<file path="config.mk">
export PLATFORM = sky130hd
export DESIGN_NAME = lru_frame_replacement_top
export DESIGN_NICKNAME = d
export VERILOG_FILES = /design/src/rtl/lrufr_pkg.sv /design/src/rtl/lrufr_cell.sv /design/src/rtl/lru_frame_replacement_top.sv
export SDC_FILE = /design/constraint.sdc
export NUM_CORES = 1
export LEC_CHECK = 0
export BUFFER_PORTS_ARGS = -buffer_cell sky130_fd_sc_hd__buf_2
export CAP_MARGIN = 40
export CORE_UTILIZATION = 45
export CTS_CLUSTER_DIAMETER = 60
export DETAILED_ROUTE_END_ITERATION = 10
export PLACE_DENSITY = 0.65
export SLEW_MARGIN = 20
export SYNTH_ARGS = -nofsm -noshare
export SYNTH_HDL_FRONTEND = slang
export SYNTH_HIERARCHICAL = 1
export SYNTH_SLANG_ARGS = --single-unit
</file>
<file path="constraint.sdc">
create_clock -name clk -period 9.9 [get_ports clk]
set_input_delay 0.99 -clock clk [delete_from_list [all_inputs] [get_ports clk]]
set_output_delay 0.99 -clock clk [all_outputs]
set_load 0.02 [all_outputs]
</file>
<file path="src/rtl/lrufr_pkg.sv">
// Shared types and codes for the LRU frame replacement block.
package lrufr_pkg;

  localparam int unsigned FRAME_W = 6;
  localparam int unsigned CFG_W   = 7;
  localparam int unsigned OCC_W   = 7;
  localparam int unsigned STAT_W  = 2;

  localparam logic FN_REF   = 1'b0;
  localparam logic FN_EVICT = 1'b1;

  localparam logic [STAT_W-1:0] ST_REF_DONE = 2'd0;
  localparam logic [STAT_W-1:0] ST_VICTIM   = 2'd1;
  localparam logic [STAT_W-1:0] ST_EMPTY    = 2'd2;
  localparam logic [STAT_W-1:0] ST_RANGE    = 2'd3;

  localparam logic [CFG_W-1:0] CFG_RESET = 7'd64;

  typedef struct packed {
    logic               func;
    logic [FRAME_W-1:0] frame_number;
  } lrufr_in_t;

  typedef struct packed {
    logic [FRAME_W-1:0] victim_frame;
    logic [STAT_W-1:0]  status;
    logic [OCC_W-1:0]   occupancy;
  } lrufr_out_t;

  typedef struct packed {
    logic               evict;
    logic               refer;
    logic               hit_any;
    logic [FRAME_W-1:0] key;
  } lrufr_ctrl_t;

endpackage

</file>
<file path="src/rtl/lrufr_cell.sv">
// One recency slot: holds a frame, matches the key and shifts from its neighbor.
module lrufr_cell #(
  parameter int unsigned IDX = 0,
  parameter int unsigned CW  = 7
) (
  input  logic                         clk,
  input  lrufr_pkg::lrufr_ctrl_t       ctrl,
  input  logic [CW-1:0]                count,
  input  logic                         pre_hit,
  input  logic [lrufr_pkg::FRAME_W-1:0] nbr_frame,
  output logic [lrufr_pkg::FRAME_W-1:0] frame,
  output logic                         match
);

  logic [lrufr_pkg::FRAME_W-1:0] frame_r;
  logic [lrufr_pkg::FRAME_W-1:0] frame_nxt;
  logic                          slot_valid;
  logic                          is_tail;
  logic                          is_end;
  logic                          shift_en;
  logic                          load_en;

  assign slot_valid = CW'(IDX) < count;
  assign is_tail    = count == CW'(IDX + 1);
  assign is_end     = count == CW'(IDX);
  assign match      = slot_valid && (frame_r == ctrl.key);
  assign shift_en   = ctrl.evict || (ctrl.refer && pre_hit);
  assign load_en    = ctrl.refer && (ctrl.hit_any ? is_tail : is_end);

  always_comb begin
    frame_nxt = frame_r;
    if (load_en) begin
      frame_nxt = ctrl.key;
    end else if (shift_en) begin
      frame_nxt = nbr_frame;
    end
  end

  always_ff @(posedge clk) begin
    frame_r <= frame_nxt;
  end

  assign frame = frame_r;

endmodule

</file>
<file path="src/rtl/lru_frame_replacement_top.sv">
// Top level of the LRU frame replacement block: cell chain, control and output buffer.
//
// The input channel (in_valid, in_stall, in_data) takes one transaction per
// item: a reference to a frame or an eviction of the least recently used frame.
// The output channel (out_valid, out_stall, out_data) returns exactly one
// result transaction per item, carrying the victim, a status and the occupancy.
// The configuration port (cfg_we, cfg_wdata) sets the number of frames in use;
// write it only while no item is in flight.
// Each item is resolved by a chain of MAX_FRAMES cells that
// compare against the key in parallel and shift toward the least recent end.
// out_valid rises in the cycle after acceptance; the block takes one item
// per cycle while in_stall is low, as the cell chain is updated for each item.
// A result register and a skid register sit on the output, so one new item is
// still accepted while a result waits under out_stall; in_stall rises only
// when both hold results.
// Reset empties the list and sets the frame count to 64 in the same cycle;
// there is no clearing pass, and stored frames are never read before written.
module lru_frame_replacement_top #(
  parameter int unsigned MAX_FRAMES = 64
) (
  input  logic                   clk,
  input  logic                   rst_n,
  input  logic                   in_valid,
  output logic                   in_stall,
  input  lrufr_pkg::lrufr_in_t   in_data,
  output logic                   out_valid,
  input  logic                   out_stall,
  output lrufr_pkg::lrufr_out_t  out_data,
  input  logic                   cfg_we,
  input  logic [lrufr_pkg::CFG_W-1:0] cfg_wdata
);

  localparam int unsigned CW = $clog2(MAX_FRAMES + 1);
  localparam int unsigned LW = (CW > lrufr_pkg::CFG_W) ? CW : lrufr_pkg::CFG_W;

  logic [lrufr_pkg::CFG_W-1:0]   cfg_r;
  logic [CW-1:0]                 count_r;
  logic [CW-1:0]                 count_nxt;
  logic [lrufr_pkg::FRAME_W-1:0] frames [MAX_FRAMES];
  logic [MAX_FRAMES-1:0]         match;
  logic [MAX_FRAMES-1:0]         pre_hit;
  lrufr_pkg::lrufr_ctrl_t        ctrl;
  lrufr_pkg::lrufr_out_t         res;
  lrufr_pkg::lrufr_out_t         out_r;
  lrufr_pkg::lrufr_out_t         skid_r;
  logic                          out_valid_r;
  logic                          skid_valid_r;
  logic                          accept;
  logic                          pop;
  logic                          in_range;
  logic                          is_evict;
  logic                          list_empty;

  assign accept     = in_valid && !in_stall;
  assign pop        = out_valid_r && !out_stall;
  assign is_evict   = in_data.func == lrufr_pkg::FN_EVICT;
  assign list_empty = count_r == '0;
  assign in_range   = (LW'(in_data.frame_number) < LW'(cfg_r)) &&
                      (LW'(in_data.frame_number) < LW'(MAX_FRAMES));

  always_comb begin
    pre_hit = match;
    for (int d = 1; d < MAX_FRAMES; d = d * 2) begin
      pre_hit = pre_hit | (pre_hit << d);
    end
  end

  always_comb begin
    ctrl.evict   = accept && is_evict && !list_empty;
    ctrl.refer   = accept && !is_evict && in_range;
    ctrl.hit_any = pre_hit[MAX_FRAMES-1];
    ctrl.key     = in_data.frame_number;
  end

  for (genvar i = 0; i < MAX_FRAMES; i++) begin : g_cell
    logic [lrufr_pkg::FRAME_W-1:0] nbr;
    if (i == MAX_FRAMES - 1) begin : g_last
      assign nbr = frames[i];
    end else begin : g_mid
      assign nbr = frames[i+1];
    end
    lrufr_cell #(
      .IDX (i),
      .CW  (CW)
    ) u_cell (
      .clk       (clk),
      .ctrl      (ctrl),
      .count     (count_r),
      .pre_hit   (pre_hit[i]),
      .nbr_frame (nbr),
      .frame     (frames[i]),
      .match     (match[i])
    );
  end

  always_comb begin
    count_nxt = count_r;
    if (ctrl.evict) begin
      count_nxt = count_r - CW'(1);
    end else if (ctrl.refer && !ctrl.hit_any && (count_r < CW'(MAX_FRAMES))) begin
      count_nxt = count_r + CW'(1);
    end
  end

  always_comb begin
    res.victim_frame = '0;
    res.occupancy    = lrufr_pkg::OCC_W'(count_nxt);
    if (is_evict) begin
      if (list_empty) begin
        res.status = lrufr_pkg::ST_EMPTY;
      end else begin
        res.status       = lrufr_pkg::ST_VICTIM;
        res.victim_frame = frames[0];
      end
    end else if (!in_range) begin
      res.status = lrufr_pkg::ST_RANGE;
    end else begin
      res.status = lrufr_pkg::ST_REF_DONE;
    end
  end

  always_ff @(posedge clk) begin
    if (!rst_n) begin
      cfg_r        <= lrufr_pkg::CFG_RESET;
      count_r      <= '0;
      out_valid_r  <= 1'b0;
      skid_valid_r <= 1'b0;
    end else begin
      if (cfg_we) begin
        cfg_r <= cfg_wdata;
      end
      count_r <= count_nxt;
      if (accept) begin
        out_valid_r <= 1'b1;
      end else if (pop && !skid_valid_r) begin
        out_valid_r <= 1'b0;
      end
      if (accept && out_valid_r && !pop) begin
        skid_valid_r <= 1'b1;
      end else if (pop) begin
        skid_valid_r <= 1'b0;
      end
    end
  end

  always_ff @(posedge clk) begin
    if (pop && skid_valid_r) begin
      out_r <= skid_r;
    end
    if (accept) begin
      if (out_valid_r && !pop) begin
        skid_r <= res;
      end else begin
        out_r <= res;
      end
    end
  end

  assign in_stall  = skid_valid_r;
  assign out_valid = out_valid_r;
  assign out_data  = out_r;

endmodule

</file>
==> results.yml <==
worst_setup_path:
  worst_ep_required_time_ns: 10.24
  timing.reg2reg.worst_path_depth: 12
  worstSetupPathType: "reg2reg"
  timing.rr.end: "g_cell[21].u_cell/frame[5]"
  setup.reg_to_reg.worst_slack_ns: 3.72
  critical_path_source: "count_r[5]"
  arrival_ns: 6.52
  reg2reg_from: "count_r[5]"
  timing.critical_path.from_type: "register"
  worstSetupEndpointType: "register"
  endpoint: "g_cell[21].u_cell/frame[5]"
  path_max_fanout: 57
synth:
  synth.lib_cells_used.distinct: 110
  syn-num-nets: 2188
  syn-mean-instance-area_um2: 13.0
  ys_flop_type: "edfxtp_1"
  syn-instance-count: 2161
  synth-edff-count: 399
  share_of_synthesized_flip_flops_with_an_asynchronous_set_or_reset_pct: 0
  synth.yosys.warnings: 6
  portion_of_the_post_synthesis_area_used_by_sequential_elements_pct: 44.9
  synth-seq-cells: 430
  syn_area_um2: 28100
final_layout:
  fillers: 5384
  final_net_count: 2293
  antenna-diode-count: 0
  post_route_cells_drive_above_1_share_pct: 31.1
  layout-area-overhead-vs-synth_pct: 11.6
  layout_common_cells: "edfxtp_1 (399), mux2_2 (286), xnor2_1 (283)"
  layout_commonest_cell: "edfxtp_1"
detailed_routing:
  detail_route.drc_violations: 0
  detail_route.vias_per_cell: 5.96
  detail_route.wirelength_mm: 66.4
  number_of_vias_in_the_routed_layout: 18739
  drt.antenna.violating_nets: 0
  first_iter_violations: 1446
  route.detailed.wl_per_inst_um: 21.1
  drt_pre_antenna_iters: 5
clock_network:
  clock-sinks: 430
  post_cts_buffers: 0
  cts_made_buffers: 50
  cts-root-to-sink-buffers: 3
  clk_root_buffer_cell: "clkbuf_16"
  hold_buffers: 0
  worst_skew_pair.late_latency_ns: 0.59
  htree_levels: 2
  clkSlewWorstSetupHoldPaths_ns: 0.06
  cts_tree: "yes"
  resized_after_cts: 0
sta:
  clock_skew_ns: 0.0160
  report.final.hold_viol_count: 0
  maxClockFrequency_mhz: 162
  tightestPinTransition_ns: 0.907
  timing.final.crit_share_pct: 62.5
  setup_viol_count_final: 0
  final_critical_path_setup_slack_ns: 3.72
  time_the_final_worst_path_needs_with_i_o_delays_and_setup_ns: 6.18
  setup_tns_ns: 0
  grt_setup_unrepaired: "no"
  slew_headroom_pct: 39.5
  drv_slew: 0
run:
  cap_viol_max_count: 0
power:
  irDropWorstVdd_mv: 0.172
  cellPowerDensity_nw_per_um2: 268
  total_leakage_power_nw: 10.9
die:
  core_region_area_um2: 61700
  start_util_pct: 45.5
  die_y_um: 252
  fp-row-count: 91
  die_outline_area_um2: 63400
  num_io_pins: 36
  die_width_um: 252
placed_design:
  place_ws_ns: 3.24
  placement.io_buffers: 35
  place.detailed.hpwl_mm: 41.2
  place_congestion: 0.832
global_route:
  number_of_global_route_vias_before_repair: 19493
  antenna_found_initial: 0
  grt_max_degree: 113
  grt_use_total_pct: 21.0
  grt_pass1_wl_mm: 107
  global_route.overflow_total: 0
outcome:
  status: "complete, no violations"
min_path:
  min_path_type: "reg2reg"
-- report_power, final --
part | leakage, nW | internal, W | switching (W)
logic | 6.12 | 0.00138 | 0.00184
clock network | 0.850 | 0.00117 | 0.000759
registers | 3.94 | 0.00276 | 0.000500
-- flip-flops by register name, indices dropped and copies added, names as in the netlist --
signal,flops
out_data,15
skid_r,15
g_cell.u_cell/frame,384
out_valid,1
cfg_r,7
in_stall,1
count_r,7
-- stage by stage --
step,hold WS [ns],cell area [µm²],utilization [%],cells,total power [W]
2_1_floorplan,0.457,28100,-,2161,0.00568
3_3_place_gp,0.487,29600,47.9,3046,0.00639
3_5_place_dp,0.506,29600,48.0,3049,0.00649
4_1_cts,0.520,31300,50.8,3143,0.00846
5_1_grt,0.542,31300,50.8,3145,0.00886
6_report,0.517,31300,50.8,3145,0.00841
-- layout make-up --
class	instances	area [µm²]	share of cell area [%]
multi-input cells	1683	15300	48.7
clock inverters	26	295	0.942
inverters	28	110	0.351
flip-flops and latches	430	12600	40.3
well taps	837	1050	3.34
clock buffers	68	1430	4.57
repair buffers	73	557	1.78
-- how the worst min path moves through the flow --
stage | start | to | slack (ns) | depth (start not counted)
after CTS | cfg_r[5] | cfg_r[5] | 0.52 | 2
after global placement | cfg_r[2] | cfg_r[2] | 0.49 | 2
after global routing | cfg_r[4] | cfg_r[4] | 0.54 | 2
final | cfg_r[1] | cfg_r[1] | 0.52 | 2
after detailed placement | cfg_r[5] | cfg_r[5] | 0.51 | 2
after floorplan | cfg_r[6] | cfg_r[6] | 0.46 | 2
-- kinds of logic (layout without fill, tap and decap cells) --
| group | count (synthesis) | in the layout | share of synthesized area, % |
|---|---|---|---|
| buffers and inverters | 48 | 195 | 0.789 |
| adders and majority gates | 8 | 8 | 0.357 |
| AOI/OAI and AO/OA | 264 | 264 | 7.92 |
| and+or+nand+nor | 594 | 594 | 15.7 |
| xor gates and xnor gates | 420 | 420 | 13.3 |
| DFF | 430 | 430 | 44.9 |
| muxes | 397 | 397 | 17.1 |
-- Yosys cell counts, types with 26 or more instances --
cell type,n,share of area [%]
nor4_1,54,1.2
nor3_1,42,0.75
dfxtp_1,31,2.2
edfxtp_1,399,43
nand3_1,32,0.57
nand4_1,59,1.3
xnor2_1,283,8.8
a21oi_1,66,1.2
xor2_1,131,4.1
nor2_1,44,0.59
nand2_1,87,1.2
a211o_1,28,0.87
inv_1,26,0.35
mux2_4,90,4.8
mux2_2,286,11
-- layer usage --
layer | vias up | share of wire (%) | GRT usage [%]
met5 | - | 0 | 0
met4 | 0 | 2.5 | 6.97
met3 | 113 | 5.1 | 3.30
met2 | 499 | 48 | 35.0
met1 | 9452 | 45 | 27.9
li1 | 8675 | - | -
-- critical path: stages (launching register included) --
cell and delay, ns:
dfxtp_4 0.74, buf_4 0.60, or4b_4 0.56, a211oi_1 0.27, nor3_1 0.13, nor4_1 0.45, nand4_1 0.29, nor4_4 0.51
nand2_4 0.53, buf_12 0.40, or3b_1 0.43, a2111oi_4 0.54, mux2_2 0.40
No activity file was read; power rests on OpenSTA's default activity.
